**src/hdl/rpn2_pkg.sv**
```systemverilog
// shared types, codes and helpers of the two-digit rpn calculator
package rpn2_pkg;

    localparam int unsigned FUNC_W  = 2;
    localparam int unsigned DIGIT_W = 4;
    localparam int unsigned OP_W    = 2;
    localparam int unsigned MODE_W  = 2;
    localparam int unsigned OPND_W  = 7;
    localparam int unsigned ANS_W   = 15;
    localparam int unsigned POINT_W = 2;

    localparam logic [FUNC_W-1:0] FUNC_DIGIT = 2'd0;
    localparam logic [FUNC_W-1:0] FUNC_ENTER = 2'd1;
    localparam logic [FUNC_W-1:0] FUNC_OPER  = 2'd2;

    localparam logic [OP_W-1:0] OP_ADD = 2'd0;
    localparam logic [OP_W-1:0] OP_SUB = 2'd1;
    localparam logic [OP_W-1:0] OP_MUL = 2'd2;
    localparam logic [OP_W-1:0] OP_DIV = 2'd3;

    localparam logic [MODE_W-1:0] MODE_FIRST  = 2'd0;
    localparam logic [MODE_W-1:0] MODE_SECOND = 2'd1;
    localparam logic [MODE_W-1:0] MODE_OPER   = 2'd2;
    localparam logic [MODE_W-1:0] MODE_ANSWER = 2'd3;

    localparam logic [POINT_W-1:0] POINT_INT = 2'd0;
    localparam logic [POINT_W-1:0] POINT_TWO = 2'd2;
    localparam logic [POINT_W-1:0] POINT_THR = 2'd3;

    localparam logic [DIGIT_W-1:0] DIGIT_MAX = 4'd9;
    localparam logic [OPND_W-1:0]  OPND_MAX  = 7'd99;
    localparam logic [DIGIT_W-1:0] TEN       = 4'd10;

    // floor(x / 10) as (x * 205) >> 11, exact for x below 1029
    localparam logic [7:0]  RECIP_10    = 8'd205;
    localparam int unsigned RECIP_SHIFT = 11;

    // rounded quotient = floor((2 * a * 10^p + b) / (2 * b))
    localparam int unsigned NUM_W     = 18;
    localparam int unsigned DEN_W     = OPND_W + 1;
    localparam int unsigned REM_W     = DEN_W;
    localparam logic [10:0] SCALE_P2  = 11'd200;
    localparam logic [10:0] SCALE_P3  = 11'd2000;
    localparam int unsigned DIV_STEPS = NUM_W;
    localparam int unsigned CNT_W     = $clog2(DIV_STEPS);
    localparam logic [CNT_W-1:0] DIV_LAST = CNT_W'(DIV_STEPS - 1);

    typedef struct packed {
        logic apply;
        logic div_step;
        logic div_finish;
    } t_dp_cmd;

    typedef struct packed {
        logic div_start;
        logic div_last;
    } t_dp_status;

    function automatic logic [OPND_W-1:0] shift_digit(input logic [OPND_W-1:0] cur,
                                                      input logic [DIGIT_W-1:0] d);
        logic [OPND_W+7:0]  prod;
        logic [DIGIT_W-1:0] tens;
        logic [OPND_W-1:0]  units;
        prod  = (OPND_W+8)'(cur) * (OPND_W+8)'(RECIP_10);
        tens  = prod[RECIP_SHIFT +: DIGIT_W];
        units = cur - OPND_W'(tens) * OPND_W'(TEN);
        return OPND_W'(units[DIGIT_W-1:0]) * OPND_W'(TEN) + OPND_W'(d);
    endfunction

endpackage

```
**src/hdl/rpn2_key_if.sv**
```systemverilog
// key event channel
interface rpn2_key_if;
    logic                         valid;
    logic                         ready;
    logic [rpn2_pkg::FUNC_W-1:0]  func;
    logic [rpn2_pkg::DIGIT_W-1:0] digit;
    logic [rpn2_pkg::OP_W-1:0]    op;

    modport source (output valid, func, digit, op, input ready);
    modport sink   (input valid, func, digit, op, output ready);
endinterface

```
**src/hdl/rpn2_disp_if.sv**
```systemverilog
// display state channel
interface rpn2_disp_if;
    logic                                valid;
    logic                                ready;
    logic [rpn2_pkg::MODE_W-1:0]         mode_now;
    logic [rpn2_pkg::OPND_W-1:0]         first_value;
    logic [rpn2_pkg::OPND_W-1:0]         second_value;
    logic signed [rpn2_pkg::ANS_W-1:0]   answer;
    logic [rpn2_pkg::POINT_W-1:0]        point_place;

    modport source (output valid, mode_now, first_value, second_value, answer, point_place,
                    input ready);
    modport sink   (input valid, mode_now, first_value, second_value, answer, point_place,
                    output ready);
endinterface

```
**src/hdl/rpn2_datapath.sv**
```systemverilog
// calculator state registers, key decode and restoring divider
module rpn2_datapath (
    input  logic                         i_clk,
    input  logic                         i_rst_n,
    input  rpn2_pkg::t_dp_cmd            i_cmd,
    input  logic [rpn2_pkg::FUNC_W-1:0]  i_func,
    input  logic [rpn2_pkg::DIGIT_W-1:0] i_digit,
    input  logic [rpn2_pkg::OP_W-1:0]    i_op,
    output rpn2_pkg::t_dp_status         o_status,
    output logic [rpn2_pkg::MODE_W-1:0]  o_mode,
    output logic [rpn2_pkg::OPND_W-1:0]  o_first,
    output logic [rpn2_pkg::OPND_W-1:0]  o_second,
    output logic [rpn2_pkg::ANS_W-1:0]   o_answer,
    output logic [rpn2_pkg::POINT_W-1:0] o_point
);

    logic [rpn2_pkg::MODE_W-1:0]  r_mode,   n_mode;
    logic [rpn2_pkg::OPND_W-1:0]  r_first,  n_first;
    logic [rpn2_pkg::OPND_W-1:0]  r_second, n_second;
    logic [rpn2_pkg::ANS_W-1:0]   r_answer, n_answer;
    logic [rpn2_pkg::POINT_W-1:0] r_point,  n_point;

    logic [rpn2_pkg::NUM_W-1:0] r_num, n_num;
    logic [rpn2_pkg::DEN_W-1:0] r_den, n_den;
    logic [rpn2_pkg::REM_W-1:0] r_rem, n_rem;
    logic [rpn2_pkg::CNT_W-1:0] r_cnt, n_cnt;
    logic                       r_p3,  n_p3;

    logic                         div_start;
    logic                         ge10;
    logic [9:0]                   ten_b;
    logic [rpn2_pkg::NUM_W-1:0]   num_init;
    logic [rpn2_pkg::REM_W:0]     rem_sh;
    logic                         qbit;
    logic [rpn2_pkg::NUM_W-1:0]   num_step;
    logic [rpn2_pkg::REM_W-1:0]   rem_step;

    assign div_start = (i_func == rpn2_pkg::FUNC_OPER) && (r_mode == rpn2_pkg::MODE_OPER)
                       && (i_op == rpn2_pkg::OP_DIV) && (r_second != '0);

    // two decimal places when the quotient reaches ten, else three
    assign ten_b    = 10'(r_second) * 10'(rpn2_pkg::TEN);
    assign ge10     = 10'(r_first) >= ten_b;
    assign num_init = (ge10 ? rpn2_pkg::NUM_W'(r_first) * rpn2_pkg::NUM_W'(rpn2_pkg::SCALE_P2)
                            : rpn2_pkg::NUM_W'(r_first) * rpn2_pkg::NUM_W'(rpn2_pkg::SCALE_P3))
                      + rpn2_pkg::NUM_W'(r_second);

    assign rem_sh   = {r_rem, r_num[rpn2_pkg::NUM_W-1]};
    assign qbit     = rem_sh >= {1'b0, r_den};
    assign rem_step = qbit ? rpn2_pkg::REM_W'(rem_sh - {1'b0, r_den})
                           : rem_sh[rpn2_pkg::REM_W-1:0];
    assign num_step = {r_num[rpn2_pkg::NUM_W-2:0], qbit};

    always_comb begin
        n_mode   = r_mode;
        n_first  = r_first;
        n_second = r_second;
        n_answer = r_answer;
        n_point  = r_point;
        n_num    = r_num;
        n_den    = r_den;
        n_rem    = r_rem;
        n_cnt    = r_cnt;
        n_p3     = r_p3;
        if (i_cmd.apply) begin
            priority if (i_func == rpn2_pkg::FUNC_DIGIT) begin
                if (i_digit <= rpn2_pkg::DIGIT_MAX) begin
                    priority if (r_mode == rpn2_pkg::MODE_FIRST
                                 || r_mode == rpn2_pkg::MODE_ANSWER) begin
                        n_mode  = rpn2_pkg::MODE_FIRST;
                        n_first = rpn2_pkg::shift_digit(r_first, i_digit);
                    end else if (r_mode == rpn2_pkg::MODE_SECOND) begin
                        n_second = rpn2_pkg::shift_digit(r_second, i_digit);
                    end else begin
                        n_mode = r_mode;
                    end
                end
            end else if (i_func == rpn2_pkg::FUNC_ENTER) begin
                unique case (r_mode)
                    rpn2_pkg::MODE_FIRST:  n_mode = rpn2_pkg::MODE_SECOND;
                    rpn2_pkg::MODE_SECOND: n_mode = rpn2_pkg::MODE_OPER;
                    rpn2_pkg::MODE_ANSWER: n_mode = rpn2_pkg::MODE_SECOND;
                    default:               n_mode = r_mode;
                endcase
            end else if (i_func == rpn2_pkg::FUNC_OPER) begin
                if (r_mode == rpn2_pkg::MODE_OPER) begin
                    n_mode   = rpn2_pkg::MODE_ANSWER;
                    n_first  = '0;
                    n_second = '0;
                    n_point  = rpn2_pkg::POINT_INT;
                    unique case (i_op)
                        rpn2_pkg::OP_ADD: begin
                            n_answer = rpn2_pkg::ANS_W'(r_first) + rpn2_pkg::ANS_W'(r_second);
                        end
                        rpn2_pkg::OP_SUB: begin
                            n_answer = rpn2_pkg::ANS_W'(r_first) - rpn2_pkg::ANS_W'(r_second);
                        end
                        rpn2_pkg::OP_MUL: begin
                            n_answer = rpn2_pkg::ANS_W'(r_first) * rpn2_pkg::ANS_W'(r_second);
                        end
                        default: begin
                            n_answer = '0;
                            n_num    = num_init;
                            n_den    = {r_second, 1'b0};
                            n_rem    = '0;
                            n_cnt    = '0;
                            n_p3     = !ge10;
                        end
                    endcase
                end
            end else begin
                n_mode = r_mode;
            end
        end
        if (i_cmd.div_step) begin
            n_num = num_step;
            n_rem = rem_step;
            n_cnt = r_cnt + 1'b1;
        end
        if (i_cmd.div_finish) begin
            n_answer = num_step[rpn2_pkg::ANS_W-1:0];
            n_point  = r_p3 ? rpn2_pkg::POINT_THR : rpn2_pkg::POINT_TWO;
        end
    end

    always_ff @(posedge i_clk) begin
        if (!i_rst_n) begin
            r_mode   <= rpn2_pkg::MODE_FIRST;
            r_first  <= '0;
            r_second <= '0;
            r_answer <= '0;
            r_point  <= rpn2_pkg::POINT_INT;
            r_cnt    <= '0;
        end else begin
            r_mode   <= n_mode;
            r_first  <= n_first;
            r_second <= n_second;
            r_answer <= n_answer;
            r_point  <= n_point;
            r_cnt    <= n_cnt;
        end
    end

    always_ff @(posedge i_clk) begin
        r_num <= n_num;
        r_den <= n_den;
        r_rem <= n_rem;
        r_p3  <= n_p3;
    end

    assign o_status.div_start = div_start;
    assign o_status.div_last  = r_cnt == rpn2_pkg::DIV_LAST;
    assign o_mode   = r_mode;
    assign o_first  = r_first;
    assign o_second = r_second;
    assign o_answer = r_answer;
    assign o_point  = r_point;

    a_rem_below_den: assert property (@(posedge i_clk) disable iff (!i_rst_n)
        i_cmd.div_step |-> (r_den != '0) && (r_rem < r_den))
        else $error("divider remainder out of range");

    a_operand_range: assert property (@(posedge i_clk) disable iff (!i_rst_n)
        (r_first <= rpn2_pkg::OPND_MAX) && (r_second <= rpn2_pkg::OPND_MAX))
        else $error("operand above two digits");

endmodule

```
**src/hdl/rpn2_ctrl.sv**
```systemverilog
// handshake and divide sequencing state machine
module rpn2_ctrl (
    input  logic                 i_clk,
    input  logic                 i_rst_n,
    input  logic                 i_in_valid,
    input  logic                 i_out_ready,
    input  rpn2_pkg::t_dp_status i_status,
    output logic                 o_in_ready,
    output logic                 o_out_valid,
    output rpn2_pkg::t_dp_cmd    o_cmd
);

    typedef enum logic [1:0] {
        S_IDLE = 2'b01,
        S_DIV  = 2'b10
    } t_state;

    t_state r_state, n_state;
    logic   r_out_valid, n_out_valid;
    logic   in_ready;
    logic   accept;
    logic   finish;

    assign in_ready = (r_state == S_IDLE) && (!r_out_valid || i_out_ready);
    assign accept   = i_in_valid && in_ready;
    assign finish   = (r_state == S_DIV) && i_status.div_last;

    always_comb begin
        n_state = r_state;
        unique case (r_state)
            S_IDLE: if (accept && i_status.div_start) n_state = S_DIV;
            S_DIV:  if (i_status.div_last) n_state = S_IDLE;
            default: n_state = S_IDLE;
        endcase
    end

    always_comb begin
        n_out_valid = r_out_valid && !i_out_ready;
        priority if (accept && !i_status.div_start) begin
            n_out_valid = 1'b1;
        end else if (finish) begin
            n_out_valid = 1'b1;
        end else begin
            n_out_valid = r_out_valid && !i_out_ready;
        end
    end

    always_ff @(posedge i_clk) begin
        if (!i_rst_n) begin
            r_state     <= S_IDLE;
            r_out_valid <= 1'b0;
        end else begin
            r_state     <= n_state;
            r_out_valid <= n_out_valid;
        end
    end

    assign o_in_ready       = in_ready;
    assign o_out_valid      = r_out_valid;
    assign o_cmd.apply      = accept;
    assign o_cmd.div_step   = r_state == S_DIV;
    assign o_cmd.div_finish = finish;

    a_no_word_while_dividing: assert property (@(posedge i_clk) disable iff (!i_rst_n)
        (r_state == S_DIV) |-> !r_out_valid)
        else $error("display word valid during divide");

    a_divide_entered: assert property (@(posedge i_clk) disable iff (!i_rst_n)
        (accept && i_status.div_start) |=> (r_state == S_DIV))
        else $error("divide key did not start divider");

    a_divide_delivers: assert property (@(posedge i_clk) disable iff (!i_rst_n)
        finish |=> (r_state == S_IDLE) && r_out_valid)
        else $error("divide end did not present word");

endmodule

```
**src/hdl/two_digit_rpn_calculator.sv**
```systemverilog
// top level of the two-digit rpn calculator
// each accepted key word yields one display word holding the mode, both operands, the
// answer and its point place after that key; digit, enter, add, subtract, multiply and
// divide by zero words are ready in the cycle after acceptance, a divide takes acceptance
// plus 18 steps of a one-bit-per-cycle restoring divider that produces the rounded
// four-digit quotient; a new key word is taken when no divide is running and
// the previous display word is gone or is being taken in the same cycle
module two_digit_rpn_calculator (
    input  logic        i_clk,
    input  logic        i_rst_n,
    rpn2_key_if.sink    i_key,
    rpn2_disp_if.source o_disp
);

    rpn2_pkg::t_dp_cmd                cmd;
    rpn2_pkg::t_dp_status             status;
    logic [rpn2_pkg::ANS_W-1:0]       answer;

    rpn2_ctrl u_ctrl (
        .i_clk       (i_clk),
        .i_rst_n     (i_rst_n),
        .i_in_valid  (i_key.valid),
        .i_out_ready (o_disp.ready),
        .i_status    (status),
        .o_in_ready  (i_key.ready),
        .o_out_valid (o_disp.valid),
        .o_cmd       (cmd)
    );

    rpn2_datapath u_datapath (
        .i_clk    (i_clk),
        .i_rst_n  (i_rst_n),
        .i_cmd    (cmd),
        .i_func   (i_key.func),
        .i_digit  (i_key.digit),
        .i_op     (i_key.op),
        .o_status (status),
        .o_mode   (o_disp.mode_now),
        .o_first  (o_disp.first_value),
        .o_second (o_disp.second_value),
        .o_answer (answer),
        .o_point  (o_disp.point_place)
    );

    assign o_disp.answer = $signed(answer);

endmodule
```
**src/flat_wrapper.sv**
```systemverilog
// flat-port wrapper written by rule: the top's interface ports become plain ports
module two_digit_rpn_calculator_flat 
  (i_clk, i_rst_n, i_key_valid, i_key_func, i_key_digit, i_key_op, i_key_ready, o_disp_valid, o_disp_mode_now, o_disp_first_value, o_disp_second_value, o_disp_answer, o_disp_point_place, o_disp_ready);
  rpn2_key_if i_key_i ();
  rpn2_disp_if o_disp_i ();
  input  logic i_clk;
  input  logic i_rst_n;
  input wire logic [$bits(i_key_i.valid)-1:0] i_key_valid;
  input wire logic [$bits(i_key_i.func)-1:0] i_key_func;
  input wire logic [$bits(i_key_i.digit)-1:0] i_key_digit;
  input wire logic [$bits(i_key_i.op)-1:0] i_key_op;
  output wire logic [$bits(i_key_i.ready)-1:0] i_key_ready;
  output wire logic [$bits(o_disp_i.valid)-1:0] o_disp_valid;
  output wire logic [$bits(o_disp_i.mode_now)-1:0] o_disp_mode_now;
  output wire logic [$bits(o_disp_i.first_value)-1:0] o_disp_first_value;
  output wire logic [$bits(o_disp_i.second_value)-1:0] o_disp_second_value;
  output wire logic [$bits(o_disp_i.answer)-1:0] o_disp_answer;
  output wire logic [$bits(o_disp_i.point_place)-1:0] o_disp_point_place;
  input wire logic [$bits(o_disp_i.ready)-1:0] o_disp_ready;
  assign i_key_i.valid = i_key_valid;
  assign i_key_i.func = i_key_func;
  assign i_key_i.digit = i_key_digit;
  assign i_key_i.op = i_key_op;
  assign i_key_ready = i_key_i.ready;
  assign o_disp_valid = o_disp_i.valid;
  assign o_disp_mode_now = o_disp_i.mode_now;
  assign o_disp_first_value = o_disp_i.first_value;
  assign o_disp_second_value = o_disp_i.second_value;
  assign o_disp_answer = o_disp_i.answer;
  assign o_disp_point_place = o_disp_i.point_place;
  assign o_disp_i.ready = o_disp_ready;
  two_digit_rpn_calculator u_core (.i_clk(i_clk), .i_rst_n(i_rst_n), .i_key(i_key_i), .o_disp(o_disp_i));
endmodule
```
**config.mk**
```make
export PLATFORM = sky130hd
export DESIGN_NAME = two_digit_rpn_calculator_flat
export DESIGN_NICKNAME = d
export VERILOG_FILES = /design/src/hdl/rpn2_pkg.sv /design/src/hdl/rpn2_key_if.sv /design/src/hdl/rpn2_disp_if.sv /design/src/hdl/rpn2_datapath.sv /design/src/hdl/rpn2_ctrl.sv /design/src/hdl/two_digit_rpn_calculator.sv /design/src/flat_wrapper.sv
export SDC_FILE = /design/constraint.sdc
export NUM_CORES = 1
export LEC_CHECK = 0
export ABC_AREA = 1
export BUFFER_PORTS_ARGS = -buffer_cell sky130_fd_sc_hd__buf_2
export CORE_UTILIZATION = 45
export CTS_CLUSTER_SIZE = 30
export DETAILED_ROUTE_END_ITERATION = 16
export GPL_TIMING_DRIVEN = 1
export HOLD_SLACK_MARGIN = 0.06
export PLACE_DENSITY = 0.69
export SLEW_MARGIN = 20
export SYNTH_ARGS = -nofsm -noshare
export SYNTH_HDL_FRONTEND = slang
export SYNTH_SLANG_ARGS = --single-unit
```
**constraint.sdc**
```tcl
create_clock -name i_clk -period 9.8 [get_ports i_clk]
set_clock_uncertainty 0.2 [all_clocks]
set_input_delay 1.47 -clock i_clk [delete_from_list [all_inputs] [get_ports i_clk]]
set_output_delay 1.47 -clock i_clk [all_outputs]
set_load 0.02 [all_outputs]
```
==> qor.csv <==
stage;metric;value;unit
cells_and_area;NumNets Final;1761;
cells_and_area;area of the multi-input gates;7720;um^2
sta;Slew Limit Headroom;0.327;
yosys;sequential area share after synthesis;0.171;
route;detail-routed via count per cell;5.15;
setup_path;reg-to-reg critical path startpoint;u_core.u_datapath.o_second[4]$_SDFFE_PN0P_;
power_and_ir_drop;Max VDD drop;0.0814;mV
clocking;CTS sink cnt;75;
setup_path;CP Launch Type;flop;
placed_design;routability cong.;0.914;
clocking;post-cts resize count;0;
setup_path;CP Data Required Time;9860;ps
min_path;hold path cells;2;
yosys;number of distinct library cells after synthesis;48;
floorplanning;full die area;24500;um^2
setup_path;origin of the worst setup path;u_core.u_datapath.o_second[4]$_SDFFE_PN0P_;
cells_and_area;FF/Latch Area;1840;um^2
clocking;# hold bufs at CTS;0;
route;drt pass-1 iters;5;
global_routing;Overflow after GRT;0;
route;DRT antenna net count;0;
clocking;clk_lat worst skew;360;ps
yosys;dominant synthesized flop cell;dfxtp_1;
clocking;CTS tree;done;
power_and_ir_drop;Design Power;969;uW
setup_path;crit path to;u_core.u_datapath.o_second[6]$_SDFFE_PN0P_;
route;Post-Route WL;26400;um
cells_and_area;layout cells sized above 1;0.0722;
cells_and_area;most frequent cells in the layout;nand2_1, inv_1, ha_1, nor2_1, a21oi_1;
yosys;Gate Count Post-Synth;1436;
cells_and_area;fillcell total;2317;
power_and_ir_drop;Cell Pwr Density;83.2;nW/um^2
yosys;synthesized area;10800;um^2
yosys;Synth top area share;0.235;
sta;RSZ-0062 raised after global routing;false;
setup_path;Worst Path Arrival;6700;ps
global_routing;largest net degree at the start of global routing;31;
route;via count;9268;
sta;Min Hold Slack;266;ps
floorplanning;die height;157;um
yosys;Warnings, synthesis;0;
cells_and_area;Finished Layout Cells;1800;
sta;Final TNS setup;0;ps
power_and_ir_drop;net switching power;322;uW
cells_and_area;commonest non-fill, non-tap cell in the layout;nand2_1;
yosys;syn avg cell area;7.49;um^2
setup_path;crit path max fanout;18;
power_and_ir_drop;Comb pwr share;0.276;
power_and_ir_drop;register share of total power;0.345;
global_routing;total track usage;0.232;
yosys;Synth Net Count;1721;
clocking;clock-pin transition on the worst setup and hold timing paths;60;ps
setup_path;Setup Crit Path Kind;reg2reg;
clocking;CTS max path bufs;2;
floorplanning;core area;23500;um^2
placed_design;Placed Area;11300;um^2
setup_path;CP dominant cell by count;inv_1;
floorplanning;row cnt;56;
job;Max Cap Viol;0;
cells_and_area;number of diodes;0;
placed_design;placed insts;1784;
setup_path;CP peak stage delay;820;ps
placed_design;I/O Buffers;46;
yosys;top post-synthesis cells by area;ha_1, fa_1, nand2_1;
setup_path;Crit-path slowest cell;dfxtp_1;
floorplanning;Initial Util;0.458;
floorplanning;Die Width;157;um
power_and_ir_drop;clock share of power;0.379;
placed_design;Detailed Place HPWL;21100;um
route;routed len/inst;14.6;um
clocking;TritonCTS Buffers;9;
sta;fin crit period;6640;ps
setup_path;crit end category;flop;
route;First DRT Iteration DRCs;432;
cells_and_area;post-route cell area;11600;um^2
setup_path;R2R setup slack;3160;ps
yosys;number of flops mapped to enable cells by yosys;34;
setup_path;reg2reg path depth;32;
global_routing;vias in the first global route;9255;
sta;Worst-Margin Slew;1000;ps
yosys;Post-synth ARST share;0;
sta;final setup fails;0;
min_path;Hold Crit Class;reg2reg;
clocking;Root Driver;clkbuf_16;
global_routing;first-pass GRT wire length;44800;um
power_and_ir_drop;Internal;647;uW
yosys;FF+latch count, synth;75;
sta;Final Cycle Share;0.677;
setup_path;Reg2Reg Capture Point;u_core.u_datapath.o_second[6]$_SDFFE_PN0P_;
power_and_ir_drop;Lkg Pwr;6.54;nW
power_and_ir_drop;switch share;0.333;
cells_and_area;Layout area overhead;8.26;%
sta;final hold violations;0;
sta;f_max;0.151;GHz
yosys;leading area contributor after synthesis;ha_1;
route;DRC viols;0;
clocking;Post-CTS Setup Inserts;0;
floorplanning;I/O Pins;47;
global_routing;initial antenna violation count;0;
sta;Final Slew Violations;0;
clocking;H-tree depth;3;
status;status;finished, final reports clean;
-- registers in the layout, summed over array words and instances, names as in the netlist --
name,cells
u_core.u_datapath.r_num,18
u_core.u_datapath.o_answer,15
u_core.u_datapath.r_rem,8
u_core.u_datapath.o_first,7
u_core.u_datapath.o_second,7
u_core.u_datapath.r_den,7
u_core.u_datapath.r_cnt,5
u_core.u_ctrl.r_state,2
u_core.u_datapath.o_mode,2
u_core.u_datapath.o_point,2
u_core.u_ctrl.o_out_valid,1
u_core.u_datapath.r_p3,1
-- metal layers --
layer | up-vias | global-route usage | routed length (um)
met5 | - | 0 | 0
met4 | 0 | 0.0850 | 762
met3 | 44 | 0.0288 | 1060
met2 | 182 | 0.400 | 12400
met1 | 4334 | 0.297 | 12100
li1 | 4708 | - | -
-- cells in the mapped netlist, drive strengths merged, types with 10 or more instances --
master / number
nand3: 81
nand3b: 10
dfxtp: 41
xor2: 14
ha: 202
a21oi: 85
nand4: 15
xnor2: 18
inv: 272
buf: 11
edfxtp: 34
clkbuf: 18
fa: 71
nand2: 345
nor2: 100
o21ai: 62
-- worst max-delay path, delay by kind of cell (launching register included) --
kind	cells	cell delay, ps
AO/OA/AOI/OAI	2	190
XOR/XNOR	3	550
adder cells (fa/ha/maj)	10	3420
buffers and inverters	7	500
flip-flops	1	820
AND/OR/NAND/NOR	10	840
-- cell type report --
cell class / count / area share
repair buffers: 58 / 0.0275
multi-input cells: 1058 / 0.663
inverters: 274 / 0.0886
clock buffers: 9 / 0.0193
flip-flops and latches: 75 / 0.158
clock inverters: 7 / 0.00871
well taps: 319 / 0.0343
-- stage by stage --
step           utilization  setup slack, ps
3_5_place_dp         0.482             3130
3_3_place_gp         0.482             3270
4_1_cts              0.496             3110
6_report             0.496             3160
5_1_grt              0.496             2530
2_1_floorplan            -             3610
-- kinds of logic (layout without fill, tap and decap cells) --
| family | count (synthesis) | in the layout | share of synthesized area |
|---|---|---|---|
| AO/OA/AOI/OAI | 186 | 186 | 0.0962 |
| XOR/XNOR | 32 | 32 | 0.0261 |
| adder cells (fa/ha/maj) | 273 | 273 | 0.367 |
| buffers and inverters | 303 | 348 | 0.111 |
| flip-flops | 75 | 75 | 0.171 |
| AND/OR/NAND/NOR | 567 | 567 | 0.229 |
-- power by group through the flow --
stage               sequential [mW]  clock, mW  combinational (mW)
floorplan                     0.348          0               0.200
global placement              0.342          0               0.259
detailed placement            0.341          0               0.265
CTS                           0.335      0.372               0.268
global route                  0.335      0.385               0.303
finish                        0.335      0.367               0.267
-- how the worst min path moves through the flow --
stage,from,endpoint,slack (ps)
6_report,u_core.u_datapath.o_point[1]$_SDFFE_PN0P_,u_core.u_datapath.o_point[1]$_SDFFE_PN0P_,270
5_1_grt,u_core.u_datapath.o_point[1]$_SDFFE_PN0P_,u_core.u_datapath.o_point[1]$_SDFFE_PN0P_,290
4_1_cts,u_core.u_datapath.o_point[1]$_SDFFE_PN0P_,u_core.u_datapath.o_point[1]$_SDFFE_PN0P_,270
3_5_place_dp,u_core.u_datapath.o_point[1]$_SDFFE_PN0P_,u_core.u_datapath.o_point[1]$_SDFFE_PN0P_,260
3_3_place_gp,u_core.u_datapath.o_point[1]$_SDFFE_PN0P_,u_core.u_datapath.o_point[1]$_SDFFE_PN0P_,250
2_1_floorplan,u_core.u_datapath.r_cnt[4]$_SDFFE_PN0P_,u_core.u_datapath.r_cnt[4]$_SDFFE_PN0P_,260
No activity file was read; power rests on OpenSTA's default activity.
